### src/hdl/wav_header_strip_parser_assert.svh
// Assertion macros shared by the WAV header parser modules.
`ifndef WAV_HEADER_STRIP_PARSER_ASSERT_SVH
`define WAV_HEADER_STRIP_PARSER_ASSERT_SVH

// Whenever the antecedent holds, the consequent must hold in the same cycle.
`define WAVP_ASSERT_IMPLY(lbl, clk, rst_n, ante, cons, msg) \
    lbl: assert property (@(posedge clk) disable iff (!rst_n) (ante) |-> (cons)) \
        else $error(msg);

// Whenever the antecedent holds, the consequent must hold in the cycle after.
`define WAVP_ASSERT_NEXT(lbl, clk, rst_n, ante, cons, msg) \
    lbl: assert property (@(posedge clk) disable iff (!rst_n) (ante) |=> (cons)) \
        else $error(msg);

`endif

### src/hdl/wavp_pkg.sv
// Types and constants shared by the WAV header parser modules.
package wavp_pkg;

    // Input beat: one byte of the file and its end-of-file flag.
    typedef struct packed {
        logic [7:0] in_byte;
        logic       in_last;
    } in_t;

    // Output beat: one result item.
    typedef struct packed {
        logic [1:0]  out_kind;
        logic [31:0] out_sample;
        logic [2:0]  out_status;
        logic [15:0] fmt_type;
        logic [15:0] fmt_channels;
        logic [31:0] fmt_rate;
        logic [31:0] fmt_byte_rate;
        logic [15:0] fmt_align;
        logic [15:0] fmt_bits;
        logic        out_last;
    } out_t;

    // Queue entry: everything one input byte caused, at most two results.
    typedef struct packed {
        logic       has_main;
        logic       has_status;
        logic [2:0] status;
        out_t       main;
    } queue_entry_t;

    // Result kinds.
    localparam logic [1:0] KIND_SAMPLE = 2'd0;
    localparam logic [1:0] KIND_FORMAT = 2'd1;
    localparam logic [1:0] KIND_STATUS = 2'd2;

    // Final status codes.
    localparam logic [2:0] ST_OK        = 3'd0;
    localparam logic [2:0] ST_TRUNCATED = 3'd1;
    localparam logic [2:0] ST_NOT_RIFF  = 3'd2;
    localparam logic [2:0] ST_RIFX      = 3'd3;
    localparam logic [2:0] ST_BAD_WIDTH = 3'd4;

    // Chunk and form tags as read little-endian.
    localparam logic [31:0] TAG_RIFX = 32'h5846_4952;
    localparam logic [31:0] TAG_RIFF = 32'h4646_4952;
    localparam logic [31:0] TAG_WAVE = 32'h4556_4157;
    localparam logic [31:0] TAG_FMT  = 32'h2074_6d66;
    localparam logic [31:0] TAG_FACT = 32'h7463_6166;
    localparam logic [31:0] TAG_DATA = 32'h6174_6164;

    // Length of the captured fmt body.
    localparam logic [31:0] FMT_BODY_LEN = 32'd16;
    localparam logic [3:0]  FMT_LAST_IDX = 4'd15;

endpackage

### src/hdl/wavp_front.sv
// Front end: parses the byte stream and queues the results of each byte.
`include "wav_header_strip_parser_assert.svh"

module wavp_front (
    input  logic                  clk,
    input  logic                  rst_n,
    input  logic                  in_valid,
    output logic                  in_ready,
    input  wavp_pkg::in_t         in_data,
    output logic                  push,
    output wavp_pkg::queue_entry_t push_data,
    input  logic                  queue_full
);
    import wavp_pkg::*;

    typedef enum logic [8:0] {
        PH_RIFF_ID   = 9'b000000001,
        PH_RIFF_SIZE = 9'b000000010,
        PH_WAVE      = 9'b000000100,
        PH_HDR       = 9'b000001000,
        PH_FMT       = 9'b000010000,
        PH_SKIP      = 9'b000100000,
        PH_FACT      = 9'b001000000,
        PH_DATA      = 9'b010000000,
        PH_DONE      = 9'b100000000
    } phase_t;

    phase_t      phase_reg, phase_next;
    logic [3:0]  cnt_reg, cnt_next;
    logic [31:0] ws_reg, ws_next;
    logic [31:0] tag_reg, tag_next;
    logic [63:0] fmt_lo_reg, fmt_lo_next;
    logic [63:0] fmt_hi_reg, fmt_hi_next;
    logic [31:0] len_reg, len_next;
    logic [1:0]  held_reg, held_next;
    logic [2:0]  fstat_reg, fstat_next;

    logic        fire;
    logic [7:0]  b;
    logic [31:0] ws_acc;
    logic [31:0] ws_data;
    logic [31:0] len_dec;
    logic [63:0] fmt_mask;
    logic [63:0] fmt_byte;
    logic [2:0]  samp_len;
    logic [2:0]  held_inc;
    logic        emit_main;
    out_t        main;
    logic [2:0]  end_status;

    assign fire     = in_valid && in_ready;
    assign in_ready = !queue_full;
    assign b        = in_data.in_byte;

    // Word assembly for tags and sizes, and for payload samples.
    assign ws_acc  = ((cnt_reg[1:0] == 2'd0) ? 32'd0 : ws_reg)
                     | (32'(b) << {cnt_reg[1:0], 3'b000});
    assign ws_data = ((held_reg == 2'd0) ? 32'd0 : ws_reg)
                     | (32'(b) << {held_reg, 3'b000});
    assign held_inc = {1'b0, held_reg} + 3'd1;

    // Byte lane of the fmt body store.
    assign fmt_mask = 64'hFF << {cnt_reg[2:0], 3'b000};
    assign fmt_byte = 64'(b) << {cnt_reg[2:0], 3'b000};

    assign len_dec = (len_reg != 32'd0) ? (len_reg - 32'd1) : 32'd0;

    // Sample length in bytes from the bits field, zero when unsupported.
    always_comb
    begin
        unique case (fmt_hi_reg[63:48])
            16'd8:   samp_len = 3'd1;
            16'd16:  samp_len = 3'd2;
            16'd32:  samp_len = 3'd4;
            default: samp_len = 3'd0;
        endcase
    end

    // Parser next-state logic.
    always_comb
    begin
        phase_next  = phase_reg;
        cnt_next    = cnt_reg;
        ws_next     = ws_reg;
        tag_next    = tag_reg;
        fmt_lo_next = fmt_lo_reg;
        fmt_hi_next = fmt_hi_reg;
        len_next    = len_reg;
        held_next   = held_reg;
        fstat_next  = fstat_reg;
        emit_main   = 1'b0;
        main        = '0;
        end_status  = ST_TRUNCATED;

        if (fire)
        begin
            unique case (phase_reg)
                PH_RIFF_ID, PH_WAVE:
                begin
                    ws_next  = ws_acc;
                    cnt_next = cnt_reg + 4'd1;
                    if (cnt_reg == 4'd3)
                    begin
                        cnt_next = 4'd0;
                        if (phase_reg == PH_WAVE)
                        begin
                            if (ws_acc == TAG_WAVE)
                            begin
                                phase_next = PH_HDR;
                            end
                            else
                            begin
                                fstat_next = ST_NOT_RIFF;
                                phase_next = PH_DONE;
                            end
                        end
                        else if (ws_acc == TAG_RIFF)
                        begin
                            phase_next = PH_RIFF_SIZE;
                        end
                        else
                        begin
                            fstat_next = (ws_acc == TAG_RIFX) ? ST_RIFX : ST_NOT_RIFF;
                            phase_next = PH_DONE;
                        end
                    end
                end
                PH_RIFF_SIZE, PH_FACT:
                begin
                    cnt_next = cnt_reg + 4'd1;
                    if (cnt_reg == 4'd3)
                    begin
                        cnt_next   = 4'd0;
                        phase_next = (phase_reg == PH_RIFF_SIZE) ? PH_WAVE : PH_HDR;
                    end
                end
                PH_HDR:
                begin
                    ws_next  = ws_acc;
                    cnt_next = cnt_reg + 4'd1;
                    if (cnt_reg == 4'd3)
                    begin
                        tag_next = ws_acc;
                    end
                    else if (cnt_reg == 4'd7)
                    begin
                        cnt_next = 4'd0;
                        len_next = ws_acc;
                        if (tag_reg == TAG_FMT)
                        begin
                            phase_next = PH_FMT;
                        end
                        else if (tag_reg == TAG_FACT)
                        begin
                            phase_next = PH_FACT;
                        end
                        else if (tag_reg == TAG_DATA)
                        begin
                            // Report the format once at the data header.
                            emit_main          = 1'b1;
                            main.out_kind      = KIND_FORMAT;
                            main.fmt_type      = fmt_lo_reg[15:0];
                            main.fmt_channels  = fmt_lo_reg[31:16];
                            main.fmt_rate      = fmt_lo_reg[63:32];
                            main.fmt_byte_rate = fmt_hi_reg[31:0];
                            main.fmt_align     = fmt_hi_reg[47:32];
                            main.fmt_bits      = fmt_hi_reg[63:48];
                            held_next          = 2'd0;
                            ws_next            = 32'd0;
                            if (samp_len != 3'd0)
                            begin
                                phase_next = PH_DATA;
                            end
                            else
                            begin
                                fstat_next = ST_BAD_WIDTH;
                                phase_next = PH_DONE;
                            end
                        end
                        else
                        begin
                            // A negative size counts as zero.
                            if (ws_acc[31] || (ws_acc == 32'd0))
                            begin
                                len_next   = 32'd0;
                                phase_next = PH_HDR;
                            end
                            else
                            begin
                                phase_next = PH_SKIP;
                            end
                        end
                    end
                end
                PH_FMT:
                begin
                    if (!cnt_reg[3])
                    begin
                        fmt_lo_next = (fmt_lo_reg & ~fmt_mask) | fmt_byte;
                    end
                    else
                    begin
                        fmt_hi_next = (fmt_hi_reg & ~fmt_mask) | fmt_byte;
                    end
                    cnt_next = cnt_reg + 4'd1;
                    if (cnt_reg == FMT_LAST_IDX)
                    begin
                        cnt_next = 4'd0;
                        if (!len_reg[31] && (len_reg > FMT_BODY_LEN))
                        begin
                            len_next   = len_reg - FMT_BODY_LEN;
                            phase_next = PH_SKIP;
                        end
                        else
                        begin
                            phase_next = PH_HDR;
                        end
                    end
                end
                PH_SKIP:
                begin
                    len_next = len_dec;
                    if (len_dec == 32'd0)
                    begin
                        cnt_next   = 4'd0;
                        phase_next = PH_HDR;
                    end
                end
                PH_DATA:
                begin
                    ws_next = ws_data;
                    if (held_inc >= samp_len)
                    begin
                        emit_main       = 1'b1;
                        main.out_kind   = KIND_SAMPLE;
                        main.out_sample = ws_data;
                        held_next       = 2'd0;
                    end
                    else
                    begin
                        held_next = held_inc[1:0];
                    end
                end
                PH_DONE:
                begin
                end
                default:
                begin
                end
            endcase

            // End of file: pick the status, then return to the reset state.
            if (in_data.in_last)
            begin
                if (phase_next == PH_DATA)
                begin
                    end_status = ST_OK;
                end
                else if (phase_next == PH_DONE)
                begin
                    end_status = fstat_next;
                end
                else
                begin
                    end_status = ST_TRUNCATED;
                end
                phase_next  = PH_RIFF_ID;
                cnt_next    = 4'd0;
                ws_next     = 32'd0;
                tag_next    = 32'd0;
                fmt_lo_next = 64'd0;
                fmt_hi_next = 64'd0;
                len_next    = 32'd0;
                held_next   = 2'd0;
                fstat_next  = ST_OK;
            end
        end
    end

    // Queue write.
    assign push                 = fire && (emit_main || in_data.in_last);
    assign push_data.has_main   = emit_main;
    assign push_data.has_status = in_data.in_last;
    assign push_data.status     = end_status;
    assign push_data.main       = main;

    // Parser state registers.
    always_ff @(posedge clk or negedge rst_n)
    begin
        if (!rst_n)
        begin
            phase_reg  <= PH_RIFF_ID;
            cnt_reg    <= 4'd0;
            ws_reg     <= 32'd0;
            tag_reg    <= 32'd0;
            fmt_lo_reg <= 64'd0;
            fmt_hi_reg <= 64'd0;
            len_reg    <= 32'd0;
            held_reg   <= 2'd0;
            fstat_reg  <= ST_OK;
        end
        else
        begin
            phase_reg  <= phase_next;
            cnt_reg    <= cnt_next;
            ws_reg     <= ws_next;
            tag_reg    <= tag_next;
            fmt_lo_reg <= fmt_lo_next;
            fmt_hi_reg <= fmt_hi_next;
            len_reg    <= len_next;
            held_reg   <= held_next;
            fstat_reg  <= fstat_next;
        end
    end

    // The data phase is only entered with a supported sample width.
    `WAVP_ASSERT_IMPLY(a_data_width, clk, rst_n, (phase_reg == PH_DATA), (samp_len != 3'd0), "data phase with unsupported sample width")

endmodule

### src/hdl/wavp_fifo.sv
// Short queue between the parser front end and the result back end.
`include "wav_header_strip_parser_assert.svh"

module wavp_fifo #(
    parameter int DEPTH = 4
) (
    input  logic                   clk,
    input  logic                   rst_n,
    input  logic                   push,
    input  wavp_pkg::queue_entry_t push_data,
    output logic                   full,
    input  logic                   pop,
    output logic                   head_valid,
    output wavp_pkg::queue_entry_t head
);
    import wavp_pkg::*;

    localparam int PW = (DEPTH > 1) ? $clog2(DEPTH) : 1;
    localparam int CW = $clog2(DEPTH + 1);

    queue_entry_t    mem [DEPTH];
    logic [PW-1:0]   wr_ptr_reg, wr_ptr_next;
    logic [PW-1:0]   rd_ptr_reg, rd_ptr_next;
    logic [CW-1:0]   count_reg, count_next;

    assign full       = (count_reg == CW'(DEPTH));
    assign head_valid = (count_reg != '0);
    assign head       = mem[rd_ptr_reg];

    // Pointer and fill count updates.
    always_comb
    begin
        wr_ptr_next = wr_ptr_reg;
        rd_ptr_next = rd_ptr_reg;
        count_next  = count_reg;
        if (push)
        begin
            wr_ptr_next = (wr_ptr_reg == PW'(DEPTH - 1)) ? '0 : (wr_ptr_reg + PW'(1));
        end
        if (pop)
        begin
            rd_ptr_next = (rd_ptr_reg == PW'(DEPTH - 1)) ? '0 : (rd_ptr_reg + PW'(1));
        end
        if (push && !pop)
        begin
            count_next = count_reg + CW'(1);
        end
        else if (pop && !push)
        begin
            count_next = count_reg - CW'(1);
        end
    end

    always_ff @(posedge clk or negedge rst_n)
    begin
        if (!rst_n)
        begin
            wr_ptr_reg <= '0;
            rd_ptr_reg <= '0;
            count_reg  <= '0;
        end
        else
        begin
            wr_ptr_reg <= wr_ptr_next;
            rd_ptr_reg <= rd_ptr_next;
            count_reg  <= count_next;
        end
    end

    // Entry storage.
    always_ff @(posedge clk)
    begin
        if (push)
        begin
            mem[wr_ptr_reg] <= push_data;
        end
    end

    `WAVP_ASSERT_IMPLY(a_no_overflow, clk, rst_n, (count_reg == CW'(DEPTH)), !push, "push into a full queue")
    `WAVP_ASSERT_IMPLY(a_no_underflow, clk, rst_n, (count_reg == '0), !pop, "pop from an empty queue")

endmodule

### src/hdl/wavp_back.sv
// Back end: turns queue entries into result beats through an output register.
`include "wav_header_strip_parser_assert.svh"

module wavp_back (
    input  logic                   clk,
    input  logic                   rst_n,
    input  logic                   head_valid,
    input  wavp_pkg::queue_entry_t head,
    output logic                   pop,
    output logic                   out_valid,
    input  logic                   out_ready,
    output wavp_pkg::out_t         out_data
);
    import wavp_pkg::*;

    logic ov_reg, ov_next;
    logic sent_reg, sent_next;
    out_t od_reg, od_next;
    logic load;

    assign load      = !ov_reg || out_ready;
    assign out_valid = ov_reg;
    assign out_data  = od_reg;

    // Load the next result: the main result first, then the status if any.
    always_comb
    begin
        pop       = 1'b0;
        ov_next   = ov_reg;
        sent_next = sent_reg;
        od_next   = od_reg;
        if (load)
        begin
            if (head_valid)
            begin
                ov_next = 1'b1;
                if (head.has_main && !sent_reg)
                begin
                    od_next          = head.main;
                    od_next.out_last = !head.has_status;
                    if (head.has_status)
                    begin
                        sent_next = 1'b1;
                    end
                    else
                    begin
                        pop = 1'b1;
                    end
                end
                else
                begin
                    od_next            = '0;
                    od_next.out_kind   = KIND_STATUS;
                    od_next.out_status = head.status;
                    od_next.out_last   = 1'b1;
                    pop                = 1'b1;
                    sent_next          = 1'b0;
                end
            end
            else
            begin
                ov_next = 1'b0;
            end
        end
    end

    always_ff @(posedge clk or negedge rst_n)
    begin
        if (!rst_n)
        begin
            ov_reg   <= 1'b0;
            sent_reg <= 1'b0;
        end
        else
        begin
            ov_reg   <= ov_next;
            sent_reg <= sent_next;
        end
    end

    // Output payload register.
    always_ff @(posedge clk)
    begin
        od_reg <= od_next;
    end

    // A half-sent entry stays at the head until its status goes out.
    `WAVP_ASSERT_IMPLY(a_half_sent, clk, rst_n, sent_reg, (head_valid && head.has_main && head.has_status), "half-sent entry left the queue head")

endmodule

### src/hdl/wav_header_strip_parser.sv
// Top level of the RIFF/WAVE byte-stream parser.
//
// Usage: the input channel (in_valid, in_ready, in_data) takes one byte of a
// WAV file per beat, with in_last set on the final byte. The output channel
// (out_valid, out_ready, out_data) delivers result beats: payload samples,
// one format report at the data chunk header, and a status at end of file.
// out_last marks the last result caused by one input byte.
// Throughput is one byte per cycle while the queue is not full; a byte that
// causes two results (a sample or format report plus the status) fills the
// output register twice, once per result. An accepted byte is parsed and
// queued, then its first result is loaded into the output register.
// The parser front end and the result back end are split by a queue of
// QUEUE_DEPTH entries; input is stalled only while that queue is full, so a
// stalled receiver backs up the queue before in_ready drops.
// Reset clears the parser to expect a new file, empties the queue and drops
// any pending result. After each final byte the parser returns to the same
// state by itself, ready for the next file.
module wav_header_strip_parser #(
    parameter int QUEUE_DEPTH = 4
) (
    input  logic           clk,
    input  logic           rst_n,
    input  logic           in_valid,
    output logic           in_ready,
    input  wavp_pkg::in_t  in_data,
    output logic           out_valid,
    input  logic           out_ready,
    output wavp_pkg::out_t out_data
);
    import wavp_pkg::*;

    logic         push;
    queue_entry_t push_data;
    logic         queue_full;
    logic         pop;
    logic         head_valid;
    queue_entry_t head;

    // Byte parser.
    wavp_front u_front (
        .clk        (clk),
        .rst_n      (rst_n),
        .in_valid   (in_valid),
        .in_ready   (in_ready),
        .in_data    (in_data),
        .push       (push),
        .push_data  (push_data),
        .queue_full (queue_full)
    );

    // Result queue.
    wavp_fifo #(
        .DEPTH (QUEUE_DEPTH)
    ) u_fifo (
        .clk        (clk),
        .rst_n      (rst_n),
        .push       (push),
        .push_data  (push_data),
        .full       (queue_full),
        .pop        (pop),
        .head_valid (head_valid),
        .head       (head)
    );

    // Result sequencer and output register.
    wavp_back u_back (
        .clk        (clk),
        .rst_n      (rst_n),
        .head_valid (head_valid),
        .head       (head),
        .pop        (pop),
        .out_valid  (out_valid),
        .out_ready  (out_ready),
        .out_data   (out_data)
    );

endmodule

### config.mk
export PLATFORM = sky130hd
export DESIGN_NAME = wav_header_strip_parser
export DESIGN_NICKNAME = d
export VERILOG_FILES = /design/src/hdl/wavp_pkg.sv /design/src/hdl/wavp_front.sv /design/src/hdl/wavp_fifo.sv /design/src/hdl/wavp_back.sv /design/src/hdl/wav_header_strip_parser.sv
export VERILOG_INCLUDE_DIRS = /design/src /design/src/hdl
export SDC_FILE = /design/constraint.sdc
export NUM_CORES = 1
export LEC_CHECK = 0
export BUFFER_PORTS_ARGS = -buffer_cell sky130_fd_sc_hd__buf_2
export CAP_MARGIN = 20
export CORE_UTILIZATION = 25
export CTS_CLUSTER_SIZE = 20
export DETAILED_ROUTE_END_ITERATION = 6
export GPL_TIMING_DRIVEN = 0
export REMOVE_ABC_BUFFERS = 1
export SYNTH_ARGS = -nofsm -noshare
export SYNTH_HDL_FRONTEND = slang
export SYNTH_HIERARCHICAL = 1
export SYNTH_SLANG_ARGS = --single-unit
export TNS_END_PERCENT = 20
### constraint.sdc
create_clock -name clk -period 6.7 [get_ports clk]
set_clock_uncertainty 0.05 [all_clocks]
set_input_delay 0 -clock clk [delete_from_list [all_inputs] [get_ports clk]]
set_output_delay 0 -clock clk [all_outputs]
set_load 0.02 [all_outputs]
==> results.json, run 1 <==
{
  "period_minus_slack_ns": 6.04,
  "fmax_mhz": 166,
  "antenna_found_initial": 7,
  "synth_area_sq_mm": 0.0454,
  "crit_slowest_cell": "a21boi_0",
  "worst-endpoint-arrival_ns": 6.46,
  "ys_warn_count": 6,
  "r2r_cells": 12,
  "path_buf_inv": 3,
  "grt_pass1_vias": 27100,
  "die-height_um": 428,
  "syn2layout_area_growth_pct": 18.2,
  "power_leakage_nw": 19.8,
  "finalMaxSlewViolations": 0,
  "worst_slew_pin_slew_ns": 1.16,
  "clock-sinks": 1097,
  "grt_max_degree": 109,
  "cts_tree": "yes",
  "final_hold_viol_count": 0,
  "ctsLongestPathBuffers": 3,
  "p_per_area_mw_per_mm2": 410,
  "route.vias.total": 27000,
  "fin_hold_ws_ns": 0.192,
  "first_pass_iters": 5,
  "routabilityCongestion": 0.904,
  "rsz0062_at_grt": "false",
  "drt_iter0_markers": 2393,
  "timing_worst_setup_path_type": "reg -> reg",
  "nNetsFinal": 3226,
  "drt-total-wl_um": 125000,
  "grt_pass1_wl_um": 186000,
  "postSynthAreaPerCell_sq_um": 15.1,
  "slew_headroom_pct": 22.3,
  "rows": 156,
  "clockRootBuffer": "clkbuf_16",
  "largest_register": "u_fifo/mem",
  "final_cells": 5666,
  "portBuffers": 180,
  "whs_path_depth": 4,
  "grt.total_usage_pct": 13.5,
  "die_w_um": 428,
  "core_sq_mm": 0.181,
  "cts_max_level": 3,
  "drv_cap": 0,
  "layout-drive-gt1-share_pct": 19.3,
  "crit_path_frequent_cell": "inv_1",
  "clk_latency_ns": 0.76,
  "cts_buffers": 116,
  "die_area_sq_mm": 0.183,
  "dp_hpwl_um": 82800,
  "initial_core_util_pct": 25.1,
  "path_cells": "inv_1, ha_1, buf_16, inv_1, a21boi_0, nor4bb_1, nand2_1, o31ai_1, o32ai_1, a21oi_1, o2111ai_1, nor3_1",
  "critical-path-max-stage-delay_ns": 0.89,
  "drc": 0,
  "post-route-period-util_pct": 90.2,
  "num_io_pins": 181,
  "cp.depth": 12,
  "hold_class": "in -> reg",
  "max-vdd-ir-drop_mv": 0.324,
  "crit_family": "compound AO/OA/AOI/OAI gates",
  "dpl_cell_area_sq_mm": 0.0497,
  "post_cts_resized": 0,
  "end_kind": "flop",
  "wire_per_inst_um": 22.1,
  "fin_total_pwr_mw": 22.0,
  "synthCells": 3010,
  "required_ns": 7.12,
  "clk_pin_slew_ns": 0.06,
  "largest_reg_flops": 680,
  "fillers": 17900,
  "grt_overflow": 0,
  "finalInstanceArea_sq_mm": 0.0537,
  "cp-start-kind": "flop",
  "postRouteAntennaNets": 0,
  "place_inst": 5428,
  "path_max_fanout": 35,
  "outcome": "complete, no violations",
  "via_per_inst": 4.77,
  "setup_viol": 0
}
-- tightest hold or removal path: cells and delay by family --
family | cells | cell delay (ns)
simple gates | 2 | 0.34
buf+inv | 2 | 0.61
-- cell usage in the layout (no fill, tap or decap), types with 11 or more instances in the layout --
cell,n
buf_16,29
a21o_1,17
buf_8,11
nand3b_1,15
a2bb2oi_1,21
edfxtp_1,846
and2_1,163
buf_12,12
a21oi_1,62
nand4_1,24
ha_1,21
nor2_1,120
inv_1,47
nor4_1,29
clkbuf_16,117
a22o_1,57
clkbuf_1,28
mux4_2,170
nor2b_1,20
xor2_1,12
buf_2,182
clkinv_2,24
clkinv_1,21
dlygate4sd3_1,13
o21ai_0,236
dfrtp_1,248
nand3_1,29
or3_1,13
a22oi_1,11
and3_1,135
nand2_1,256
nor3_1,34
o21ai_1,12
o22ai_1,21
-- power breakdown --
part           total [mW]  switching (mW)  internal, mW
registers            9.05           0.565          8.48
clock network        6.41            2.73          3.67
logic                6.55            4.05          2.50
total                22.0            7.35          14.6
-- through the flow --
stage | utilization (%) | setup slack (ns) | setup TNS (ns)
global placement | 26.8 | -15.69 | -
CTS | 29.7 | 0.741 | 0
detailed placement | 27.5 | 0.735 | 0
global route | 29.7 | 0.324 | 0
floorplan | - | -4.19 | -3225.66
finish | 29.7 | 0.658 | 0
-- timing repair --
item / CTS / global route
setup buffers: 0 / 0
hold buffers: 14 / 0
hold endpoints to repair: 523 / 0
endpoints found under the setup margin: 0 / 0
-- cell type report --
cell class / count / area [sq um] / area share, %
Antenna cell: 5 / 12.5 / 0.0233
Clock buffer: 150 / 3100 / 5.78
Clock inverter: 68 / 716 / 1.33
Inverter: 49 / 191 / 0.357
Multi-Input combinational cell: 1668 / 12600 / 23.5
Sequential cell: 1097 / 31700 / 59.1
Tap cell: 2370 / 2970 / 5.53
Timing Repair Buffer: 259 / 2350 / 4.37
-- path summary, 6_finish.rpt --
kind / from / to / slack, ns
max: u_front/cnt_reg[0] / u_fifo/mem[2][168] / 0.66
min in group asynchronous: rst_n / u_front/phase_reg[0] / 0.31
max reg2reg: u_front/cnt_reg[0] / u_fifo/mem[2][168] / 0.66
min: out_ready / u_back/out_valid / 0.19
max in group asynchronous: rst_n / u_front/fmt_lo_reg[39] / 5.37
min reg2reg: u_front/fmt_hi_reg[35] / u_front/fmt_hi_reg[35] / 0.42
-- layer usage --
metal / vias up / global-route usage, % / routed length (um) / part of all wire, %
li1: 11900 / - / - / -
met1: 14000 / 17.6 / 53200 / 42
met2: 861 / 22.5 / 61900 / 49
met3: 201 / 1.98 / 6300 / 5.0
met4: 4 / 4.99 / 4040 / 3.2
met5: - / 0 / 31 / 0.025
No activity file was read; power rests on OpenSTA's default activity.
==> inputs of run 2 (changes only) <==
Settings changed: CORE_UTILIZATION 25 to 56, PLACE_DENSITY set to 0.76.
==> run 2 against run 1 <==
Critical path depth grew 1; hold slack lost 0.15 ns; sequential share of layout area grew 2.5 points; final cell count shrank 24%; first-iteration DRC count grew 31%; critical endpoint is now u_fifo/mem[2][150]; sequential power shrank 0.4%; critical path type unchanged; register-to-register slack lost 0.09 ns.
==> results.json, run 2 (synthesis gave the netlist of run 1 again) <==
{
  "dp_hpwl_um": 71500,
  "finalInstanceArea_sq_mm": 0.0515,
  "dpl_cell_area_sq_mm": 0.0478,
  "fin_total_pwr_mw": 21.3,
  "fillers": 5432,
  "rows": 104,
  "post_cts_resized": 0,
  "die_w_um": 287,
  "period_minus_slack_ns": 6.13,
  "drt-total-wl_um": 113000,
  "rsz0062_at_grt": "false",
  "nNetsFinal": 3204,
  "reg2reg_slack_ns": 0.57,
  "grt_overflow": 0,
  "clk_latency_ns": 0.66,
  "fmax_mhz": 163,
  "path_cells": "nor4_1, nand4_1, or4b_2, ha_1, a21o_1, a21o_1, nand3_2, o21ai_0, a21o_1, and2_4, buf_16, buf_16, buf_16",
  "grt_pass1_vias": 27600,
  "core_sq_mm": 0.0804,
  "r2r_end": "u_fifo/mem[2][150]",
  "grt.total_usage_pct": 27.6,
  "regArea_sq_mm": 0.0317,
  "r2r_cells": 13,
  "routabilityCongestion": 0.952,
  "finalMaxSlewViolations": 0,
  "layout-drive-gt1-share_pct": 18.7,
  "postCtsSetupRepairBufs": 0,
  "syn2layout_area_growth_pct": 13.5,
  "ctsLongestPathBuffers": 3,
  "path_buf_inv": 3,
  "setup_viol": 0,
  "cp.depth": 13,
  "power_leakage_nw": 19.6,
  "drc": 0,
  "final_util_pct": 64.1,
  "initial_core_util_pct": 56.5,
  "critical-path-max-stage-delay_ns": 0.74,
  "outcome": "complete, no violations",
  "clk_pin_slew_ns": 0.06,
  "timing_worst_setup_path_type": "reg -> reg",
  "final_cell_mix": "edfxtp_1, nand2_1, dfrtp_1",
  "place_inst": 4104,
  "portBuffers": 180,
  "worst-endpoint-arrival_ns": 6.38,
  "crit_slowest_cell": "or4b_2",
  "fin_setup_tns_ns": 0,
  "drv_cap": 0,
  "die-height_um": 287,
  "grt_max_degree": 119,
  "first_pass_iters": 6,
  "timing.rr.start": "u_front/fmt_hi_reg[63]",
  "cts_tree": "yes",
  "p_per_area_mw_per_mm2": 413,
  "crit_start": "u_front/fmt_hi_reg[63]",
  "clock-sinks": 1097,
  "multiInputGateArea_sq_mm": 0.0126,
  "postRouteAntennaNets": 0,
  "cts_max_level": 3,
  "hold_class": "in -> reg",
  "clockRootBuffer": "clkbuf_16",
  "grt_pass1_wl_um": 170000,
  "worst_slew_pin_slew_ns": 1.18,
  "cp-start-kind": "flop",
  "slew_headroom_pct": 20.7,
  "final_hold_viol_count": 0,
  "max-vdd-ir-drop_mv": 0.284,
  "largest_reg_flops": 680,
  "layout_commonest_cell": "edfxtp_1",
  "cts_buffers": 105,
  "path_max_fanout": 56,
  "wire_per_inst_um": 26.3,
  "end_kind": "flop",
  "via_per_inst": 6.40,
  "required_ns": 6.95,
  "die_area_sq_mm": 0.0822,
  "setup.worst_path.end": "u_fifo/mem[2][150]",
  "route.vias.total": 27600,
  "largest_register": "u_fifo/mem",
  "antenna_found_initial": 7,
  "crit_family": "simple AND/OR/NAND/NOR gates",
  "num_io_pins": 181,
  "cts_hold_buffers": 13,
  "drt_iter0_markers": 3139,
  "post-route-period-util_pct": 91.5,
  "final_cells": 4318
}
==> run 2: power breakdown <==
part,switching [mW],total [mW],internal [mW]
logic,3.87,6.34,2.47
registers,0.529,9.01,8.48
clock network,2.47,5.93,3.46
total,6.87,21.3,14.4
==> run 2: metal layers <==
metal	share of wire, %	GRT usage [%]	vias up
met3	8.1	4.81	258
met2	50	46.0	1422
met4	3.4	10.0	10
met1	38	36.5	14100
li1	-	-	11900
met5	0.051	0	-
==> run 2: how the worst min path moves through the flow <==
stage | from | slack (ns) | cells after the start | endpoint
5_1_grt | in_data[0] | 0.04 | 1 | u_fifo/mem[0][169]
3_3_place_gp | out_ready | 0.26 | 3 | u_back/out_valid
6_report | in_data[0] | 0.04 | 1 | u_fifo/mem[0][169]
3_5_place_dp | rst_n | -0.18 | 1 | u_fifo/count_reg[0]
2_1_floorplan | rst_n | -0.35 | 0 | u_back/out_valid
4_1_cts | in_data[0] | 0.002 | 1 | u_fifo/mem[2][169]
==> run 2: cell type report <==
| class | instances | area share (%) |
|---|---|---|
| diodes | 1 | 0.00486 |
| clock inverters | 54 | 1.10 |
| multi-input cells | 1668 | 24.5 |
| flip-flops and latches | 1097 | 61.5 |
| clock buffers | 141 | 5.64 |
| repair buffers | 248 | 4.25 |
| well taps | 1060 | 2.57 |
| inverters | 49 | 0.367 |
==> run 2: worst register-to-register path: stages, from the launching register on <==
cell and delay [ns]:
dfrtp_1 0.43, nor4_1 0.40, nand4_1 0.41, or4b_2 0.74, ha_1 0.34, a21o_1 0.14
a21o_1 0.17, nand3_2 0.65, o21ai_0 0.58, a21o_1 0.30, and2_4 0.43, buf_16 0.34
buf_16 0.34, buf_16 0.37
==> run 2: per-stage QoR <==
step | worst slack [ns] | hold WS, ns
final | 0.569 | 0.0418
after global routing | 0.402 | 0.0432
after CTS | 0.0943 | 0.00193
after detailed placement | 0.121 | -0.179
after global placement | -14.45 | 0.262
after floorplan | -4.19 | -0.346
